[config.mk]
export PLATFORM = sky130hd
export DESIGN_NAME = motor_speed_pi_controller_unit_flat
export DESIGN_NICKNAME = d
export VERILOG_FILES = /design/src/hw/rtl/mspc_pkg.sv /design/src/hw/rtl/mspc_if.sv /design/src/hw/rtl/motor_speed_pi_controller_unit.sv /design/src/flat_wrapper.sv
export SDC_FILE = /design/constraint.sdc
export NUM_CORES = 2
export LEC_CHECK = 0
export BUFFER_PORTS_ARGS = -buffer_cell sky130_fd_sc_hd__buf_2
export CAP_MARGIN = 20
export CORE_UTILIZATION = 59
export DETAILED_ROUTE_END_ITERATION = 8
export PLACE_DENSITY = 0.9
export SLEW_MARGIN = 5
export SYNTH_ARGS = -nofsm -noshare
export SYNTH_HDL_FRONTEND = slang
export SYNTH_SLANG_ARGS = --single-unit
[constraint.sdc]
create_clock -name clk -period 8.6 [get_ports clk]
set_input_delay 1.29 -clock clk [delete_from_list [all_inputs] [get_ports clk]]
set_output_delay 1.29 -clock clk [all_outputs]
set_load 0.01 [all_outputs]
[src/hw/rtl/mspc_pkg.sv]
package mspc_pkg;

  localparam int SPEED_W  = 16;
  localparam int GAIN_W   = 16;
  localparam int IMAX_W   = 24;
  localparam int CFG_IDX_W = 2;
  localparam int CFG_DATA_W = 24;
  localparam int FRAC_W   = 8;

  localparam logic [GAIN_W-1:0] PROP_GAIN_RST  = GAIN_W'(256);
  localparam logic [GAIN_W-1:0] INTEG_GAIN_RST = '0;
  localparam logic [IMAX_W-1:0] IMAX_RST       = IMAX_W'(65535);

  typedef enum logic [1:0] {
    CMD_EDGE   = 2'd0,
    CMD_TICK   = 2'd1,
    CMD_TARGET = 2'd2,
    CMD_BRAKE  = 2'd3
  } cmd_t;

  typedef enum logic [CFG_IDX_W-1:0] {
    REG_PROP_GAIN    = 2'd0,
    REG_INTEG_GAIN   = 2'd1,
    REG_INTEGRAL_MAX = 2'd2
  } reg_idx_t;

  typedef enum logic [1:0] {
    DUTY_KEEP = 2'd0,
    DUTY_ZERO = 2'd1,
    DUTY_PI   = 2'd2
  } duty_op_t;

  // pin and status fields that ride along with the duty computation
  typedef struct packed {
    logic               bridge_a;
    logic               bridge_b;
    logic [SPEED_W-1:0] measured_speed;
    logic               braking;
  } status_t;

endpackage

[src/hw/rtl/mspc_if.sv]
interface mspc_item_if import mspc_pkg::*; ();
  logic                valid;
  logic                ready;
  cmd_t                command;
  logic [SPEED_W-1:0]  target_speed;
  logic                target_direction;
  logic                brake_request;

  modport source (output valid, command, target_speed, target_direction, brake_request,
                  input ready);
  modport sink (input valid, command, target_speed, target_direction, brake_request,
                output ready);
endinterface

interface mspc_result_if import mspc_pkg::*; #(parameter int DUTY_W = 10) ();
  logic                valid;
  logic                ready;
  logic [DUTY_W-1:0]   pwm_duty;
  logic                bridge_a;
  logic                bridge_b;
  logic [SPEED_W-1:0]  measured_speed;
  logic                braking;

  modport source (output valid, pwm_duty, bridge_a, bridge_b, measured_speed, braking,
                  input ready);
  modport sink (input valid, pwm_duty, bridge_a, bridge_b, measured_speed, braking,
                output ready);
endinterface

interface mspc_cfg_if import mspc_pkg::*; ();
  logic                  valid;
  logic                  ready;
  reg_idx_t              index;
  logic [CFG_DATA_W-1:0] data;

  modport source (output valid, index, data, input ready);
  modport sink (input valid, index, data, output ready);
endinterface

[src/hw/rtl/motor_speed_pi_controller_unit.sv]
// Motor speed PI controller.
// item (sink): one command word per handshake: encoder edge, period tick,
//   new target (speed and direction) or brake set/clear.
// result (source): one word per accepted item, showing pwm_duty, the two
//   bridge pin levels, the last measured speed and the brake state after it.
// cfg (sink): register writes (0 prop_gain, 1 integ_gain, 2 integral_max),
//   always ready; write only while no item is in flight.
// Throughput: one item per cycle, sustained while result.ready stays high.
// An accepted word passes through the input register, the state update /
//   error stage, the multiplier stage, then the sum/saturate stage that
//   loads the result register, before it is shown on result.
// Every stage holds a valid bit; ready ripples back, so empty stages fill
//   even while the result register waits on a stalled receiver. When all
//   four stages are full and result.ready is low, item.ready drops.
// Reset (rst, synchronous) empties the pipeline, clears counters, integral,
//   target, direction, brake, speed and duty, and loads cfg reset values.
module motor_speed_pi_controller_unit
  import mspc_pkg::*;
#(
  parameter int COUNT_WIDTH = 16,
  parameter int DUTY_MAX    = 1023
) (
  input  logic              clk,
  input  logic              rst,
  mspc_item_if.sink         item,
  mspc_result_if.source     result,
  mspc_cfg_if.sink          cfg
);

  localparam int CW  = COUNT_WIDTH;
  localparam int DW  = $clog2(DUTY_MAX + 1);
  localparam int EW  = ((CW > SPEED_W) ? CW : SPEED_W) + 1;
  localparam int AW  = ((EW > IMAX_W + 1) ? EW : IMAX_W + 1) + 1;
  localparam int PPW = GAIN_W + 1 + EW;
  localparam int IPW = GAIN_W + IMAX_W;
  localparam int PW  = ((PPW > IPW + 1) ? PPW : IPW + 1) + 1;

  // configuration
  logic [GAIN_W-1:0] prop_gain;
  logic [GAIN_W-1:0] integ_gain;
  logic [IMAX_W-1:0] integral_max;

  // loop state
  logic [CW-1:0]      pulse_count;
  logic [IMAX_W-1:0]  integral_sum;
  logic [SPEED_W-1:0] speed_target;
  logic               direction;
  logic               brake_flag;
  logic [SPEED_W-1:0] last_speed;
  logic [DW-1:0]      duty_reg;

  // stage 0: input register
  logic               v0;
  cmd_t               cmd0;
  logic [SPEED_W-1:0] tspeed0;
  logic               tdir0;
  logic               breq0;

  // stage 1
  logic               v1;
  duty_op_t           op1;
  logic signed [EW-1:0] err1;
  logic [IMAX_W-1:0]  integ1;
  status_t            st1;

  // stage 2
  logic               v2;
  duty_op_t           op2;
  logic signed [PPW-1:0] pprod2;
  logic [IPW-1:0]     iprod2;
  status_t            st2;

  // stage 3: result register
  logic               v3;
  status_t            st3;

  logic r0, r1, r2, r3;
  logic adv0, adv1, adv2, adv3;

  assign r3 = !v3 || result.ready;
  assign r2 = !v2 || r3;
  assign r1 = !v1 || r2;
  assign r0 = !v0 || r1;
  assign item.ready = r0;
  assign cfg.ready  = 1'b1;

  assign adv0 = r0 && item.valid;
  assign adv1 = r1 && v0;
  assign adv2 = r2 && v1;
  assign adv3 = r3 && v2;

  always_ff @(posedge clk) begin
    if (rst) begin
      prop_gain    <= PROP_GAIN_RST;
      integ_gain   <= INTEG_GAIN_RST;
      integral_max <= IMAX_RST;
    end else if (cfg.valid) begin
      case (cfg.index)
        REG_PROP_GAIN:    prop_gain    <= cfg.data[GAIN_W-1:0];
        REG_INTEG_GAIN:   integ_gain   <= cfg.data[GAIN_W-1:0];
        REG_INTEGRAL_MAX: integral_max <= cfg.data[IMAX_W-1:0];
        default: ;
      endcase
    end
  end

  // ---------------- stage 0 ----------------
  always_ff @(posedge clk) begin
    if (rst) begin
      v0 <= 1'b0;
    end else if (r0) begin
      v0 <= item.valid;
    end
  end

  always_ff @(posedge clk) begin
    if (adv0) begin
      cmd0    <= item.command;
      tspeed0 <= item.target_speed;
      tdir0   <= item.target_direction;
      breq0   <= item.brake_request;
    end
  end

  // ---------------- stage 1: state update ----------------
  logic [EW-2:0]        tgt_ext;
  logic [EW-2:0]        cnt_ext;
  logic signed [EW-1:0] err;
  logic signed [AW-1:0] acc;
  logic [IMAX_W-1:0]    integ_clamped;

  logic [CW-1:0]        pulse_count_next;
  logic [IMAX_W-1:0]    integral_sum_next;
  logic [SPEED_W-1:0]   speed_target_next;
  logic                 direction_next;
  logic                 brake_flag_next;
  logic [SPEED_W-1:0]   last_speed_next;
  duty_op_t             op_next;

  always_comb begin
    tgt_ext = (EW-1)'(speed_target);
    cnt_ext = (EW-1)'(pulse_count);
    err = $signed({1'b0, tgt_ext}) - $signed({1'b0, cnt_ext});
    acc = $signed(AW'(err)) + $signed(AW'(integral_sum));
    if (acc[AW-1]) begin
      integ_clamped = '0;
    end else if (acc > $signed(AW'(integral_max))) begin
      integ_clamped = integral_max;
    end else begin
      integ_clamped = acc[IMAX_W-1:0];
    end
  end

  always_comb begin
    pulse_count_next  = pulse_count;
    integral_sum_next = integral_sum;
    speed_target_next = speed_target;
    direction_next    = direction;
    brake_flag_next   = brake_flag;
    last_speed_next   = last_speed;
    op_next           = DUTY_KEEP;
    case (cmd0)
      CMD_EDGE: begin
        if (pulse_count != '1) begin
          pulse_count_next = pulse_count + CW'(1);
        end
      end
      CMD_TICK: begin
        pulse_count_next = '0;
        last_speed_next  = SPEED_W'(pulse_count);
        if (brake_flag) begin
          op_next = DUTY_ZERO;
        end else begin
          integral_sum_next = integ_clamped;
          op_next           = DUTY_PI;
        end
      end
      CMD_TARGET: begin
        speed_target_next = tspeed0;
        integral_sum_next = '0;
        if (!brake_flag && (tdir0 != direction)) begin
          direction_next = tdir0;
          op_next        = DUTY_ZERO;
        end
      end
      CMD_BRAKE: begin
        brake_flag_next = breq0;
        op_next         = DUTY_ZERO;
      end
      default: ;
    endcase
  end

  always_ff @(posedge clk) begin
    if (rst) begin
      pulse_count  <= '0;
      integral_sum <= '0;
      speed_target <= '0;
      direction    <= 1'b0;
      brake_flag   <= 1'b0;
      last_speed   <= '0;
    end else if (adv1) begin
      pulse_count  <= pulse_count_next;
      integral_sum <= integral_sum_next;
      speed_target <= speed_target_next;
      direction    <= direction_next;
      brake_flag   <= brake_flag_next;
      last_speed   <= last_speed_next;
    end
  end

  always_ff @(posedge clk) begin
    if (rst) begin
      v1 <= 1'b0;
    end else if (r1) begin
      v1 <= v0;
    end
  end

  always_ff @(posedge clk) begin
    if (adv1) begin
      op1                <= op_next;
      err1               <= err;
      integ1             <= integ_clamped;
      st1.bridge_a       <= brake_flag_next | direction_next;
      st1.bridge_b       <= brake_flag_next | ~direction_next;
      st1.measured_speed <= last_speed_next;
      st1.braking        <= brake_flag_next;
    end
  end

  // ---------------- stage 2: products ----------------
  always_ff @(posedge clk) begin
    if (rst) begin
      v2 <= 1'b0;
    end else if (r2) begin
      v2 <= v1;
    end
  end

  always_ff @(posedge clk) begin
    if (adv2) begin
      op2    <= op1;
      pprod2 <= PPW'($signed({1'b0, prop_gain}) * err1);
      iprod2 <= IPW'(integ1) * IPW'(integ_gain);
      st2    <= st1;
    end
  end

  // ---------------- stage 3: sum, scale, saturate ----------------
  logic signed [PW-1:0] pi_sum;
  logic [PW-1:0]        pi_shift;
  logic [DW-1:0]        pi_duty;
  logic [DW-1:0]        duty_next;

  always_comb begin
    pi_sum   = $signed(PW'(pprod2)) + $signed(PW'(iprod2));
    pi_shift = PW'(pi_sum >>> FRAC_W);
    if (pi_sum[PW-1] || (pi_sum == '0)) begin
      pi_duty = '0;
    end else if (pi_shift > PW'(DUTY_MAX)) begin
      pi_duty = DW'(DUTY_MAX);
    end else begin
      pi_duty = pi_shift[DW-1:0];
    end
    case (op2)
      DUTY_KEEP: duty_next = duty_reg;
      DUTY_ZERO: duty_next = '0;
      DUTY_PI:   duty_next = pi_duty;
      default:   duty_next = duty_reg;
    endcase
  end

  always_ff @(posedge clk) begin
    if (rst) begin
      v3       <= 1'b0;
      duty_reg <= '0;
    end else begin
      if (r3) begin
        v3 <= v2;
      end
      if (adv3) begin
        duty_reg <= duty_next;
      end
    end
  end

  always_ff @(posedge clk) begin
    if (adv3) begin
      st3 <= st2;
    end
  end

  assign result.valid          = v3;
  assign result.pwm_duty       = duty_reg;
  assign result.bridge_a       = st3.bridge_a;
  assign result.bridge_b       = st3.bridge_b;
  assign result.measured_speed = st3.measured_speed;
  assign result.braking        = st3.braking;

endmodule

[src/flat_wrapper.sv]
// flat-port wrapper written by rule: the top's interface ports become plain ports
module motor_speed_pi_controller_unit_flat import mspc_pkg::*;
#(
  parameter int COUNT_WIDTH = 16,
  parameter int DUTY_MAX    = 1023
)
  (clk, rst, item_valid, item_command, item_target_speed, item_target_direction, item_brake_request, item_ready, result_valid, result_pwm_duty, result_bridge_a, result_bridge_b, result_measured_speed, result_braking, result_ready, cfg_valid, cfg_index, cfg_data, cfg_ready);
  mspc_item_if item_i ();
  mspc_result_if result_i ();
  mspc_cfg_if cfg_i ();
  input  logic clk;
  input  logic rst;
  input wire logic [$bits(item_i.valid)-1:0] item_valid;
  input wire logic [$bits(item_i.command)-1:0] item_command;
  input wire logic [$bits(item_i.target_speed)-1:0] item_target_speed;
  input wire logic [$bits(item_i.target_direction)-1:0] item_target_direction;
  input wire logic [$bits(item_i.brake_request)-1:0] item_brake_request;
  output wire logic [$bits(item_i.ready)-1:0] item_ready;
  output wire logic [$bits(result_i.valid)-1:0] result_valid;
  output wire logic [$bits(result_i.pwm_duty)-1:0] result_pwm_duty;
  output wire logic [$bits(result_i.bridge_a)-1:0] result_bridge_a;
  output wire logic [$bits(result_i.bridge_b)-1:0] result_bridge_b;
  output wire logic [$bits(result_i.measured_speed)-1:0] result_measured_speed;
  output wire logic [$bits(result_i.braking)-1:0] result_braking;
  input wire logic [$bits(result_i.ready)-1:0] result_ready;
  input wire logic [$bits(cfg_i.valid)-1:0] cfg_valid;
  input wire logic [$bits(cfg_i.index)-1:0] cfg_index;
  input wire logic [$bits(cfg_i.data)-1:0] cfg_data;
  output wire logic [$bits(cfg_i.ready)-1:0] cfg_ready;
  assign item_i.valid = item_valid;
  assign item_i.command = item_command;
  assign item_i.target_speed = item_target_speed;
  assign item_i.target_direction = item_target_direction;
  assign item_i.brake_request = item_brake_request;
  assign item_ready = item_i.ready;
  assign result_valid = result_i.valid;
  assign result_pwm_duty = result_i.pwm_duty;
  assign result_bridge_a = result_i.bridge_a;
  assign result_bridge_b = result_i.bridge_b;
  assign result_measured_speed = result_i.measured_speed;
  assign result_braking = result_i.braking;
  assign result_i.ready = result_ready;
  assign cfg_i.valid = cfg_valid;
  assign cfg_i.index = cfg_index;
  assign cfg_i.data = cfg_data;
  assign cfg_ready = cfg_i.ready;
  motor_speed_pi_controller_unit #(.COUNT_WIDTH(COUNT_WIDTH), .DUTY_MAX(DUTY_MAX)) u_core (.clk(clk), .rst(rst), .item(item_i), .result(result_i), .cfg(cfg_i));
endmodule
# == Word level (Yosys, flattened, before mapping) ==
# Cells that the tools add are included.
# totals
reg_bits,340
latchBits,0
ramBits,0
romBits,0
out_inout_bits,32
word_cells,102
mem_count,0
# classes
add_sub_neg,4
n_mul,2
div,0
order_cmp,2
n_eq_ne,11
shifts,0
mux,16
bitwise_logic,3
n_reduce_logical,28
# ops
cell,n
$mux 24,3
$pmux 24 s2,1
$add 34x41->42,1
$gt 42x10->1 const B,1
$logic_not 42->1,1
$mul 24x16->40,1
$mul 17x17->34,1
$mux 16,2
$pmux 16 s2,1
$add 17x25->26,1
$gt 26x25->1,1
$mux 10,2
$pmux 10 s2,1
$sub 16x16->17,1
$add 16x1->16 const B,1
$ne 16x16->1 const B,1
$reduce_and 2->1,5
$eq 2x2->1 const B,4
$eq 2x1->1 const B,3
$pmux 2 s3,1
$reduce_and 3->1,2
$reduce_bool 2->1,3
$logic_and 1x1->1,5
$logic_not 1->1,5
other kinds (9),18

# == Depth between registers and ports, before layout ==
# logic_depth
depth_word,7
mapped_depth,33

# == Worst setup path before layout ==
# No wires, ideal clock.
# synth_path
path_type,input to register
start,input result_ready
end,register u_core.iprod2[0] (enable)
arrival_ps,8267
path_slack_ps,-361
cell_stages,2
n_path_buf,0
cell_sequence,nor2b_1 -> a21boi_0
# synth_via
elab_chain_cells,3
# synth_lines
item,line,text
start: declaration,flat_wrapper.sv:25,input wire logic [$bits(result_i.ready)-1:0] result_ready;
$logic_or 1x1->1,motor_speed_pi_controller_unit.sv:80,assign r3 = !v3 || result.ready;
$logic_or 1x1->1,motor_speed_pi_controller_unit.sv:81,assign r2 = !v2 || r3;
$logic_and 1x1->1,motor_speed_pi_controller_unit.sv:89,assign adv2 = r2 && v1;
net u_core.adv2,motor_speed_pi_controller_unit.sv:78,"logic adv0, adv1, adv2, adv3;"
end signal: assignment,motor_speed_pi_controller_unit.sv:245,iprod2 <= IPW'(integ1) * IPW'(integ_gain);
end: declaration,motor_speed_pi_controller_unit.sv:70,logic [IPW-1:0] iprod2;
# The timed path passes the listed nets, and every way through them passes these cells.
# A chain may end at the register's enable or synchronous reset.

# == Final worst setup path ==
# layout_path
start,register u_core.integ1[14]
end,register u_core.iprod2[38] (data pin)
# layout_via
elab_chain_cells,1
# layout_lines
item,line,text
start: declaration,motor_speed_pi_controller_unit.sv:63,logic [IMAX_W-1:0] integ1;
start signal: assignment,motor_speed_pi_controller_unit.sv:224,integ1 <= integ_clamped;
$mul 24x16->40,motor_speed_pi_controller_unit.sv:245,
# No other way between the ends.

==> metrics.md <==
| Metric | Value |
|---|---|
| Vias | 29734 |
| Tcrit/Tclk final | 94.0% |
| Worst Path Max Fanout | 16 |
| Most instantiated cells after synthesis | 676 x nand2_1, 666 x inv_1, 518 x fa_1 |
| Grt ovf | 0 |
| CTS tree | built |
| Post-synth EDFFs | roughly 200 |
| Hold slack | 418 ps |
| Synth top area cells | fa_1 27%, edfxtp_1 15%, ha_1 11% |
| HPWL Detailed | 76800 um |
| Setup TNS | 0 ps |
| Clock Path Buffers | 3 |
| Num CTS Buffers | 36 |
| Largest net degree at the start of global routing | 83 |
| DRT Pass-1 Iters | 6 |
| # rows | 92 |
| GP Congestion | 1.02 |
| Post-Layout Inst Area | 40600 um2 |
| CP Launch Point | u_core.integ1[14]$_DFFE_PP_ |
| Worst path required time | 8900 ps |
| Detail Route Antenna Nets | 0 |
| PortBufs | 81 |
| Peak VDD IR | between 150 and 200 uV |
| Hold crit path type | flop to flop |
| Library cells used by synthesis | 85 |
| Core Util, Final | between 60% and 70% |
| Fin crit period | 8080 ps |
| Ant. Diodes | 0 |
| Layout cell share with drive strength beyond 1 | 5.30% |
| Hold_sp | u_core.st2[10]$_DFFE_PP_ |
| WP data arrival | 8380 ps |
| Pre-CTS setup slack | 643 ps |
| Max Cap Violations | 0 |
| Antenna violations before repair | 3 |
| Slowest cell on crit path | edfxtp_1 |
| Most frequent CP cell | fa_1 |
| Syn avg cell area | 9.22 um2 |
| Synthesized cell area | 38200 um2 |
| Ys Warns | 0 |
| Leakage | approximately 19 nW |
| Leading area contributor after synthesis | fa_1 |
| FF+latch count, synth | 340 |
| Core ar. | approximately 64000 um2 |
| Cell with the most instances after synthesis | nand2_1 |
| Final count of hold timing violations | 0 |
| Worst r2r path cells | 21 |
| Vias in the first global route | 31081 |
| FMAX | approximately 120 MHz |
| Htree depth | 2 |
| Nets | 5058 |
| CP peak stage delay | between 900 and 1000 ps |
| Worst-path cell chain | nand2_1, fa_1, inv_1, fa_1, inv_1, fa_1, fa_1, fa_1, inv_1, fa_1, ha_1, a21o_1, a21o_1, a21o_1, nor4_1, nor3_1, nor3b_1, nor2_1, a2111oi_0, a21oi_1, xor2_1 |
| Clock Root Buffer | clkbuf_16 |
| Post-CTS repair timing setup buffer count | 0 |
| Multi-input gate area | 26300 um2 |
| Final setup violation count | 0 |
| R2R Path Start | u_core.integ1[14]$_DFFE_PP_ |
| DIE AREA | 65700 um2 |
| CP startpoint kind | flop |
| Hold Buf Count CTS | 0 |
| Drt first-iter violations | about 2700 |
| Chip height | between 200 and 300 um |
| Drt drc | 0 |
| Worst Max-Slew Pin Slew | 1170 ps |
| CP Capture Type | flop |
| Worst clock skew | 28.0 ps |
| Synth top area share | 27.2% |
| Max-Slew Margin vs Limit | 21.8% |
| Clock latency on the worst-skew pair | 580 ps |
| Setup ws final | 520 ps |
| Area grow syn2layout | 6.48% |
| Cell area power density | 154 nW/um2 |
| Reg clk slew, reported paths | about 60 ps |
| Pins Over Slew Limit | 0 |
| Syn nets | about 5100 |
| Placed Area | 39300 um2 |
| Global-route wire length before repair | 161000 um |
| I/O pin count | 83 |
| Wire length per cell | around 20 um |
| RSZ-0062 raised after global routing | no |
| All-Layer GR Usage | 30.8% |
| Top_reg_cell synth | edfxtp_1 |
| Mapped Cells | between 4000 and 5000 |
| Chip Width | 256 um |
| CTS sink count | 340 |
| Drt total wl | about 100000 um |
| Cells on Worst Hold Path | 0 |
| Seq/Total Area, Yosys | 23.0% |
| Worst setup path class | flop to flop |
| Synth async-reset ratio | 0% |
| Drt via density | 5.93 |
| Outcome | finished, final reports clean |
| Initial Utilization | between 60% and 70% |
| Setup slack, reg-to-reg | 520 ps |
| # fillers | roughly 4800 |
| Register area | 8770 um2 |
[cell type report]
class / instances / share of cell area [%]
multi-input cells: 2975 / 64.7
flip-flops and latches: 340 / 21.6
inverters: 666 / 6.15
well taps: 846 / 2.60
clock buffers: 41 / 2.34
repair buffers: 120 / 1.72
clock inverters: 25 / 0.877
[sequential cells by signal (all words and copies together) (netlist names), 17 cells and up]
signal,flops
u_core.integral_sum,24
u_core.pprod2,34
u_core.integral_max,24
u_core.st2,19
u_core.st1,19
u_core.iprod2,40
u_core.integ1,24
u_core.err1,17
[repair_timing]
action | 4_1_cts | 5_1_grt
endpoints found under the setup margin | 0 | 11
endpoints found under the hold margin | 0 | 0
resized for setup | 0 | 4
[logic make-up after synthesis]
family,synth area share [%]
AND/OR/NAND/NOR,17.0
adder cells (fa/ha/maj),38.6
buffers and inverters,8.17
AO/OA/AOI/OAI,9.59
flip-flops,23.0
XOR/XNOR,2.66
multiplexers,0.957
other,0.00983
[metrics by stage]
step                      instances  total power (W)
after CTS                      5012          0.00623
after detailed placement       4946          0.00450
after global routing           5013          0.00662
after floorplan                4140          0.00376
after global placement         4946          0.00439
final                          5013          0.00628
[power by group]
group | internal, W | switching (W) | leakage [nW]
Sequential | 0.00189 | 0.000205 | 3.05
Clock | 0.00102 | 0.000716 | 0.640
Combinational | 0.000955 | 0.00149 | 15.0
Total | 0.00386 | 0.00241 | 18.7
[worst max-delay path: cells and delay by family, from the launching register on]
family,cells,cell delay (ps)
flops,1,940
fa+ha+maj,7,3430
compound gates,5,1540
buf+inv,3,170
simple gates,5,1530
xor+xnor,1,210
[layout by cell type, fill, tap and decap left out, types with 80 or more instances in the layout]
cell type and count:
buf_2 80, edfxtp_1 196, nor2_1 178, inv_1 665, fa_1 518, o21ai_0 112, xnor2_1 86, nand2_1 676
ha_1 350, a21oi_1 205, and2_1 271, dfxtp_1 141
[worst paths after layout]
| path | end |
|---|---|
| hold reg to reg | u_core.result.measured_speed[9]$_DFFE_PP_ |
| setup reg to reg | u_core.iprod2[38]$_DFFE_PP_ |
| hold / removal | u_core.result.measured_speed[9]$_DFFE_PP_ |
| setup / recovery | u_core.iprod2[38]$_DFFE_PP_ |
[per-layer routing]
layer | track usage (%) | vias to the layer above | share of wire [%]
li1 | - | 13283 | -
met1 | 38.6 | 14524 | 38
met2 | 51.5 | 1569 | 47
met3 | 6.95 | 354 | 11
met4 | 12.5 | 4 | 4.6
met5 | 0 | - | 0.018
Power figures use the tool's default switching activity.
